$ cat config.mk
export PLATFORM = sky130hd
export DESIGN_NAME = zcnaf_ctrl
export DESIGN_NICKNAME = d
export VERILOG_FILES = /design/src/rtl/zcnaf_pkg.sv /design/src/rtl/zcnaf_ctrl.sv
export VERILOG_INCLUDE_DIRS = /design/src /design/src/rtl
export SDC_FILE = /design/constraint.sdc
export NUM_CORES = 1
export LEC_CHECK = 0
export BUFFER_PORTS_ARGS = -buffer_cell sky130_fd_sc_hd__buf_4
export CAP_MARGIN = 5
export CORE_AREA = 2 2 39 41
export CTS_BUF_LIST = sky130_fd_sc_hd__clkbuf_4 sky130_fd_sc_hd__clkbuf_8
export CTS_CLUSTER_DIAMETER = 150
export CTS_CLUSTER_SIZE = 28
export DETAILED_ROUTE_END_ITERATION = 7
export DIE_AREA = 0 0 41 43
export HOLD_SLACK_MARGIN = 0.03
export PLACE_DENSITY = 0.5
export SLEW_MARGIN = 25
export SYNTH_ARGS = -nofsm -noshare
export SYNTH_HDL_FRONTEND = slang
export SYNTH_SLANG_ARGS = --single-unit
$ cat constraint.sdc
create_clock -name clk -period 1.1 [get_ports clk]
set_input_delay 0.055 -clock clk [delete_from_list [all_inputs] [get_ports clk]]
set_output_delay 0.055 -clock clk [all_outputs]
set_load 0.01 [all_outputs]
$ cat src/rtl/zero_cell_neighbor_average_fill_defines.svh
// Assertion macros shared by the zero-cell fill block.
`ifndef ZERO_CELL_NEIGHBOR_AVERAGE_FILL_DEFINES_SVH
`define ZERO_CELL_NEIGHBOR_AVERAGE_FILL_DEFINES_SVH

// Same-cycle implication, gated off during reset.
`define ZCNAF_ASSERT_IMPLIES(label, clk, rst_n, ante, cons, msg) \
	label: assert property (@(posedge clk) disable iff (!rst_n) (ante) |-> (cons)) \
		else $error(msg);

// Next-cycle implication, gated off during reset.
`define ZCNAF_ASSERT_NEXT(label, clk, rst_n, ante, cons, msg) \
	label: assert property (@(posedge clk) disable iff (!rst_n) (ante) |=> (cons)) \
		else $error(msg);

`endif

$ cat src/rtl/zcnaf_pkg.sv
// Types and constants shared by the zero-cell fill controller and datapath.
package zcnaf_pkg;

	localparam int DEF_MAX_COLUMNS = 1024;
	localparam int DEF_PIXEL_BITS  = 16;

	localparam int FIELD_BITS     = 16;
	localparam int COLS_REG_BITS  = 11;
	localparam int ROWS_REG_BITS  = 16;
	localparam int CFG_DATA_BITS  = 16;
	localparam int CFG_INDEX_BITS = 1;

	localparam logic [COLS_REG_BITS-1:0] COLS_RESET = 11'd1024;
	localparam logic [ROWS_REG_BITS-1:0] ROWS_RESET = 16'd1;

	// register indexes
	localparam logic [CFG_INDEX_BITS-1:0] CFG_COLUMN_COUNT = 1'b0;
	localparam logic [CFG_INDEX_BITS-1:0] CFG_ROW_COUNT    = 1'b1;

	// item commands
	localparam logic CMD_PIXEL = 1'b0;
	localparam logic CMD_FLUSH = 1'b1;

	typedef enum logic [2:0] {
		ST_IDLE,
		ST_READ,
		ST_WAIT,
		ST_SUM,
		ST_MUL,
		ST_LOAD
	} zcnaf_state_t;

	// ring reads, in issue order
	typedef enum logic [1:0] {
		NB_RIGHT,
		NB_CENTRE,
		NB_LEFT,
		NB_UP
	} zcnaf_nbr_t;

	typedef struct packed {
		logic       accept;
		logic       rd_en;
		zcnaf_nbr_t rd_sel;
		logic       sum_en;
		logic       mul_en;
		logic       load_out;
	} zcnaf_cmd_t;

	typedef struct packed {
		logic emit;
		logic out_free;
	} zcnaf_status_t;

endpackage

$ cat src/rtl/zcnaf_ctrl.sv
// Sequencer: takes an item, walks the ring reads, sum, divide and output load.
`include "zero_cell_neighbor_average_fill_defines.svh"

module zcnaf_ctrl import zcnaf_pkg::*; (
	input  logic          clk,
	input  logic          arst_n,
	input  logic          in_valid,
	output logic          in_stall,
	input  zcnaf_status_t status,
	output zcnaf_cmd_t    cmd
);

	zcnaf_state_t state_q, state_d;
	logic [1:0]   rd_cnt_q, rd_cnt_d;

	always_ff @(posedge clk or negedge arst_n) begin
		if (!arst_n) begin
			state_q  <= ST_IDLE;
			rd_cnt_q <= '0;
		end else begin
			state_q  <= state_d;
			rd_cnt_q <= rd_cnt_d;
		end
	end

	always_comb begin
		state_d    = state_q;
		rd_cnt_d   = rd_cnt_q;
		in_stall   = 1'b1;
		cmd        = '0;
		cmd.rd_sel = NB_RIGHT;
		unique case (state_q)
			ST_IDLE: begin
				in_stall = 1'b0;
				if (in_valid) begin
					cmd.accept = 1'b1;
					if (status.emit) begin
						state_d  = ST_READ;
						rd_cnt_d = '0;
					end
				end
			end
			ST_READ: begin
				cmd.rd_en  = 1'b1;
				cmd.rd_sel = zcnaf_nbr_t'(rd_cnt_q);
				rd_cnt_d   = rd_cnt_q + 2'd1;
				if (zcnaf_nbr_t'(rd_cnt_q) == NB_UP) begin
					state_d = ST_WAIT;
				end
			end
			ST_WAIT: begin
				// last ring word lands in the neighbor regs this cycle
				state_d = ST_SUM;
			end
			ST_SUM: begin
				cmd.sum_en = 1'b1;
				state_d    = ST_MUL;
			end
			ST_MUL: begin
				cmd.mul_en = 1'b1;
				state_d    = ST_LOAD;
			end
			ST_LOAD: begin
				if (status.out_free) begin
					cmd.load_out = 1'b1;
					state_d      = ST_IDLE;
				end
			end
			default: begin
				state_d = ST_IDLE;
			end
		endcase
	end

	`ZCNAF_ASSERT_NEXT(a_emit_starts_read, clk, arst_n, (cmd.accept && status.emit), (state_q == ST_READ && zcnaf_nbr_t'(rd_cnt_q) == NB_RIGHT), "result item did not start ring reads")
	`ZCNAF_ASSERT_NEXT(a_load_returns_idle, clk, arst_n, (state_q == ST_LOAD && status.out_free), (state_q == ST_IDLE && !in_stall), "sequencer did not reopen input after load")

endmodule

==> reports/metrics.csv, run 1 <==
stage,metric,value,unit
global_route,antenna_found_initial,0,
synthesis,synth_commonest_cells,"sky130_fd_sc_hd__dfrtp_1, sky130_fd_sc_hd__nor2_1, sky130_fd_sc_hd__nand2_1",
clocking,cts-htree-levels,1,
clocking,clock_pin_slew_worst_setup_and_hold_paths,0.04,ns
pwr,power_dens_cells,3100,mW/mm^2
synthesis,ys_async_sr_fraction,100,%
layout,nets,65,
synthesis,synth_area_per_cell,8.83,um^2
timing,rsz0062_at_grt,yes,
critical_path,worstPathArrival,1.21,ns
pwr,clock_power_share,13.4,%
global_route,number_of_global_route_vias_before_repair,270,
drt,detail_route.drc_violations,0,
drt,detail_route.vias_per_cell,4.22,
clocking,clock_latency,0.23,ns
pwr,leakagePower,0.286,nW
timing,fin_ws,-0.170,ns
pwr,seq_power_share,21.0,%
global_route,globalRouteOverflowTotal,0,
timing,finalCritPeriodShare,115,%
synthesis,syn_area,292,um^2
synthesis,ys_dominant_reg_cell,sky130_fd_sc_hd__dfrtp_1,
synthesis,post-synth-top-area-fraction,42.9,%
synthesis,syn-num-nets,39,
layout,area_delta_synth_final,88.8,%
run_status,outcome,"complete, but fails checks",
timing,finalCriticalPeriod,1.27,ns
timing,finalClockSkew,0.000416,ns
critical_path,critical_path.reg2reg.startpoint,state_q[1],
layout,antenna_cells,0,
global_route,maximum_number_of_pins_on_one_net_before_global_route_repair,9,
drt,final_antenna_net_count,0,
timing,finalSetupViolCount,10,
clocking,clock_sink_count,5,
placed_design,placed_cells,62,
run_status,failing_checks,negative setup slack,
synthesis,synthesis.instances,33,
synthesis,number_of_register_bits_inferred_by_synthesis,5,
critical_path,timing.reg2reg.setup_slack,-0.03,ns
timing,max_freq,788,MHz
die,floorplan.die_area,0.00176,mm^2
timing,finalSetupTns,-1.10,ns
pwr,cell_internal_pwr,1.10,mW
placed_design,gp_congestion,0.685,
pwr,p_switching,0.608,mW
critical_path,reg2regPathDepth,4,
critical_path,reg2reg_to,rd_cnt_q[0],
layout,ratio_of_cells_with_drive_above_1_in_the_final_layout,62.1,%
critical_path,type_of_the_worst_setup_path,reg -> out,
pwr,ir_drop,971,uV
drt,route.detailed.wl_per_inst,9.95,um
pwr,netSwitchingFraction,35.6,%
clocking,clock-root-buffer,sky130_fd_sc_hd__clkbuf_4,
clocking,cts_tree,done,
die,io_pins,13,
die,fp-row-count,14,
die,dieWidth,41,um
timing,hold_viol_final,0,
synthesis,netlist-cell-type-count,16,
synthesis,synth_enable_flop_cells,0,
synthesis,synth.yosys.seq_area_share,42.9,%
placed_design,portBuffers,12,
synthesis,synth.yosys.warnings,0,
drt,vias,312,
synthesis,synth_area_leaders,"sky130_fd_sc_hd__dfrtp_1, sky130_fd_sc_hd__mux2_2, sky130_fd_sc_hd__nor2_1, sky130_fd_sc_hd__a21o_1, sky130_fd_sc_hd__nand2_1",
drt,drt-initial-drc-count,1,
clocking,cts_max_path_bufs,2,
critical_path,cp_max_fo,3,
layout,number_of_fillers_in_the_final_layout,145,
die,initial_utilization,21.1,%
die,die_height,43,um
clocking,cts-buffers-inserted,3,
drt,wl,736,um
pwr,share_of_power_burned_in_combinational_logic,65.5,%
critical_path,timing.critical_path.required,1.04,ns
job,cap_viol_max_count,0,
layout,finalNonFillerCells,74,
synthesis,post-synth-top-area-cell,sky130_fd_sc_hd__dfrtp_1,
die,core_area,0.00138,mm^2
drt,drt_first_pass_iters,2,
critical_path,setup.worst_path.end_class,output port,
timing,worst_pin_slew,0.166,ns
global_route,grt_first_pass_wirelength,959,um
worst_hold_path,min-delay-path-class,in -> async,
timing,maxSlewHeadroom,88.9,%
critical_path,critPathLaunchType,flip-flop,
global_route,grt.total_usage,8.37,%
timing,drv_slew,0,
==> kinds of logic (layout without fill, tap and decap cells) <==
logic type / Yosys count / in the layout / synth area share, %
adders and majority gates: 1 / 1 / 4.29
AOI/OAI and AO/OA: 7 / 7 / 15.0
and+or+nand+nor: 15 / 15 / 25.8
DFF: 5 / 5 / 42.9
muxes: 2 / 2 / 7.72
buffers and inverters: 3 / 28 / 4.29
==> layout by cell type (no fill, tap or decap) <==
cell type,netlist,final
sky130_fd_sc_hd__a21o_1,2,2
sky130_fd_sc_hd__a21oi_1,2,2
sky130_fd_sc_hd__a22o_1,1,1
sky130_fd_sc_hd__and2_4,1,1
sky130_fd_sc_hd__and3_1,2,2
sky130_fd_sc_hd__buf_4,0,16
sky130_fd_sc_hd__buf_6,0,5
sky130_fd_sc_hd__clkbuf_4,0,4
sky130_fd_sc_hd__dfrtp_1,5,3
sky130_fd_sc_hd__dfrtp_2,0,2
sky130_fd_sc_hd__dlygate4sd3_1,0,1
sky130_fd_sc_hd__ha_1,1,1
sky130_fd_sc_hd__inv_1,2,2
sky130_fd_sc_hd__mux2_2,2,2
sky130_fd_sc_hd__nand2_1,4,2
sky130_fd_sc_hd__nand2_2,0,2
sky130_fd_sc_hd__nor2_1,5,3
sky130_fd_sc_hd__nor2_2,1,1
sky130_fd_sc_hd__nor2_4,0,2
sky130_fd_sc_hd__o21ai_0,2,1
sky130_fd_sc_hd__o21ai_1,0,1
sky130_fd_sc_hd__or2b_1,1,1
sky130_fd_sc_hd__or3_4,0,1
==> through the flow <==
step | cell area, um^2 | total power [mW] | hold slack [ns] | util (%) | setup WS, ns
floorplan | 294 | 0.849 | -0.241 | - | 0.0121
global placement | 414 | 1.16 | -0.142 | 29.9 | 0.0300
detailed placement | 414 | 1.17 | -0.139 | 29.9 | 0.0152
CTS | 518 | 1.62 | 0.148 | 37.4 | -0.195
global route | 551 | 1.83 | 0.172 | 39.8 | -0.211
finish | 551 | 1.71 | 0.162 | 39.8 | -0.170
==> worst max-delay path: stages, from the launching register on <==
cell and delay (ns):
sky130_fd_sc_hd__dfrtp_1 0.40, sky130_fd_sc_hd__or3_4 0.38, sky130_fd_sc_hd__nor2_2 0.08, sky130_fd_sc_hd__buf_4 0.12
==> metal layers <==
metal  up-vias  part of all wire, %  global-route usage, %
li1        159                    -                      -
met5         -                    0                      0
met4         0                 0.82                   8.00
met1       143                   40                   8.79
met2         8                   54                   12.8
met3         2                  5.8                   1.57
==> state kept, by name (all words and copies together), names as in the netlist <==
signal / cells
rd_cnt_q: 2
state_q: 3
==> worst max-delay path by stage <==
stage                     startpoint  cells after the start  slack [ns]  endpoint
after floorplan           state_q[0]                      3        0.01    cmd[6]
after CTS                 state_q[2]                      3       -0.20    cmd[6]
after global routing      state_q[2]                      3       -0.21    cmd[6]
final                     state_q[2]                      3       -0.17    cmd[6]
after global placement    state_q[1]                      3        0.03    cmd[6]
after detailed placement  state_q[1]                      3        0.02    cmd[6]
==> cell type report <==
type / instances / area, um^2 / area share [%]
Tap cell: 16 / 20.0 / 3.64
Timing Repair Buffer: 22 / 186 / 33.9
Multi-Input combinational cell: 25 / 179 / 32.5
Inverter: 2 / 7.51 / 1.36
Sequential cell: 5 / 128 / 23.2
Clock buffer: 4 / 30.0 / 5.45
==> power groups by stage <==
stage	logic [mW]	clock network, mW	registers, mW
4_1_cts	1.02	0.244	0.350
5_1_grt	1.21	0.249	0.366
3_5_place_dp	0.778	0	0.389
3_3_place_gp	0.778	0	0.384
2_1_floorplan	0.505	0	0.344
6_report	1.12	0.230	0.360
==> repair_timing <==
item,4_1_cts,5_1_grt
pin swaps,3,5
gates resized for setup,7,7
hold endpoints to repair,5,0
hold buffers,1,0
endpoints found under the setup margin,8,13
cloned,0,0
buffers inserted,6,1
Note: power is estimated with default switching activity, not from simulation.
==> run 2: changes to the inputs <==
--- a/config.mk
+++ b/config.mk
@@ -9,7 +9,6 @@
 export BUFFER_PORTS_ARGS = -buffer_cell sky130_fd_sc_hd__buf_4
 export CAP_MARGIN = 5
 export CORE_AREA = 2 2 39 41
-export CTS_BUF_LIST = sky130_fd_sc_hd__clkbuf_4 sky130_fd_sc_hd__clkbuf_8
 export CTS_CLUSTER_DIAMETER = 150
 export CTS_CLUSTER_SIZE = 28
 export DETAILED_ROUTE_END_ITERATION = 7
==> run 2 against run 1 <==
- the run still ends with negative setup slack left
- global-route usage is 0.30 points higher
- die area unchanged
- sequential share of layout area grew 0.16 points
==> reports/metrics.csv, run 2 (synthesis results as in run 1) <==
stage,metric,value,unit
run_status,outcome,"complete, but fails checks",
run_status,failing_checks,negative setup slack,
global_route,antenna_found_initial,0,
drt,wl,725,um
placed_design,portBuffers,12,
drt,detail_route.vias_per_cell,4.16,
clocking,clock-root-buffer,sky130_fd_sc_hd__clkbuf_4,
timing,worst_pin_slew,0.165,ns
timing,fin_ws,-0.170,ns
die,floorplan.die_area,0.00176,mm^2
layout,reg.largest.list,"state_q: 3 flops, rd_cnt_q: 2 flops",
critical_path,timing.reg2reg.setup_slack,-0.03,ns
timing,finalSetupViolCount,10,
layout,layout.cells.most_common_list,"sky130_fd_sc_hd__buf_4, sky130_fd_sc_hd__buf_6, sky130_fd_sc_hd__nor2_1, sky130_fd_sc_hd__clkbuf_4, sky130_fd_sc_hd__dfrtp_1",
die,die_height,43,um
placed_design,gp_congestion,0.685,
timing,rsz0062_at_grt,yes,
clocking,clock_pin_slew_worst_setup_and_hold_paths,0.04,ns
layout,nets,65,
critical_path,type_of_the_worst_setup_path,reg -> out,
clocking,clock_latency,0.24,ns
layout,multi_input_comb_area,179,um^2
drt,final_antenna_net_count,0,
layout,layout.cells.most_common,sky130_fd_sc_hd__buf_4,
critical_path,critPathLaunchType,flip-flop,
timing,finalCriticalPeriod,1.27,ns
layout,antenna_cells,0,
layout,largest-register,state_q,
drt,drt-initial-drc-count,0,
pwr,power_dens_cells,3080,mW/mm^2
die,core_area,0.00138,mm^2
die,fp-row-count,14,
clocking,clock_sink_count,5,
drt,drt_first_pass_iters,1,
job,cap_viol_max_count,0,
pwr,ir_drop,971,uV
critical_path,reg2reg_to,rd_cnt_q[0],
timing,maxSlewHeadroom,89.0,%
worst_hold_path,min-delay-path-class,in -> async,
layout,area_delta_synth_final,87.6,%
drt,route.detailed.wl_per_inst,9.80,um
drt,detail_route.drc_violations,0,
die,initial_utilization,21.1,%
timing,max_freq,787,MHz
timing,finalCritPeriodShare,115,%
global_route,maximum_number_of_pins_on_one_net_before_global_route_repair,9,
layout,number_of_fillers_in_the_final_layout,144,
layout,register_area,128,um^2
die,io_pins,13,
clocking,cts-buffers-inserted,3,
placed_design,worst_slack_after_detailed_placement,0.0152,ns
clocking,cts_tree,done,
timing,drv_slew,0,
timing,finalClockSkew,0.00135,ns
timing,finalSetupTns,-1.09,ns
timing,hold_viol_final,0,
global_route,grt_first_pass_wirelength,966,um
layout,largest_reg_flops,3,
critical_path,timing.critical_path.required,1.04,ns
global_route,number_of_global_route_vias_before_repair,270,
critical_path,cp_max_fo,2,
critical_path,critical_path.reg2reg.startpoint,state_q[1],
critical_path,setup.worst_path.end_class,output port,
pwr,leakagePower,0.283,nW
drt,vias,308,
layout,ratio_of_cells_with_drive_above_1_in_the_final_layout,60.3,%
critical_path,worstPathArrival,1.22,ns
clocking,cts_max_path_bufs,2,
clocking,cts-htree-levels,1,
critical_path,reg2regPathDepth,4,
global_route,globalRouteOverflowTotal,0,
global_route,grt.total_usage,8.67,%
die,dieWidth,41,um
## run 2: repair_timing
item	CTS	global route
gates resized for setup	7	7
pin swaps	3	5
endpoints found under the hold margin	5	0
buffers inserted	6	1
setup endpoints to repair	8	13
hold buffers	1	0
## run 2: how the worst max path moves through the flow
stage                    start  endpoint  slack, ns
global route        state_q[2]    cmd[6]      -0.21
CTS                 state_q[2]    cmd[6]      -0.20
floorplan           state_q[0]    cmd[6]       0.01
detailed placement  state_q[1]    cmd[6]       0.02
global placement    state_q[1]    cmd[6]       0.03
finish              state_q[0]    cmd[6]      -0.17
## run 2: report_power, final
part	switching, mW	internal [mW]	total, mW
registers	0.0773	0.282	0.359
logic	0.461	0.658	1.12
clock network	0.0680	0.137	0.205
total	0.606	1.08	1.68
## run 2: worst max-delay path, stage by stage, from the launching register on
cell and delay [ns]:
sky130_fd_sc_hd__dfrtp_2 0.40, sky130_fd_sc_hd__or3_4 0.39, sky130_fd_sc_hd__nor2_2 0.08, sky130_fd_sc_hd__buf_4 0.12
## run 2: through the flow
step | total power, mW | instance area [um^2] | util (%) | hold WS (ns) | cells
2_1_floorplan | 0.849 | 294 | - | -0.241 | 33
3_3_place_gp | 1.16 | 414 | 29.9 | -0.142 | 62
3_5_place_dp | 1.17 | 414 | 29.9 | -0.139 | 62
4_1_cts | 1.59 | 514 | 37.2 | 0.147 | 73
5_1_grt | 1.81 | 547 | 39.5 | 0.169 | 74
6_report | 1.68 | 547 | 39.5 | 0.156 | 74
## run 2: final cells by class
cell class	count	area share, %
timing repair buffer	22	34.1
multi-input combinational	25	32.7
sequential	5	23.3
clock buffer	4	4.81
tap	16	3.66
inverter	2	1.37
## run 2: metal layers
metal | GRT usage [%] | wire [um] | vias to the layer above
met1 | 8.79 | 292 | 137
met3 | 1.57 | 43 | 2
met4 | 10.0 | 6 | 0
met5 | 0 | 0 | -
li1 | - | - | 161
met2 | 12.8 | 383 | 8
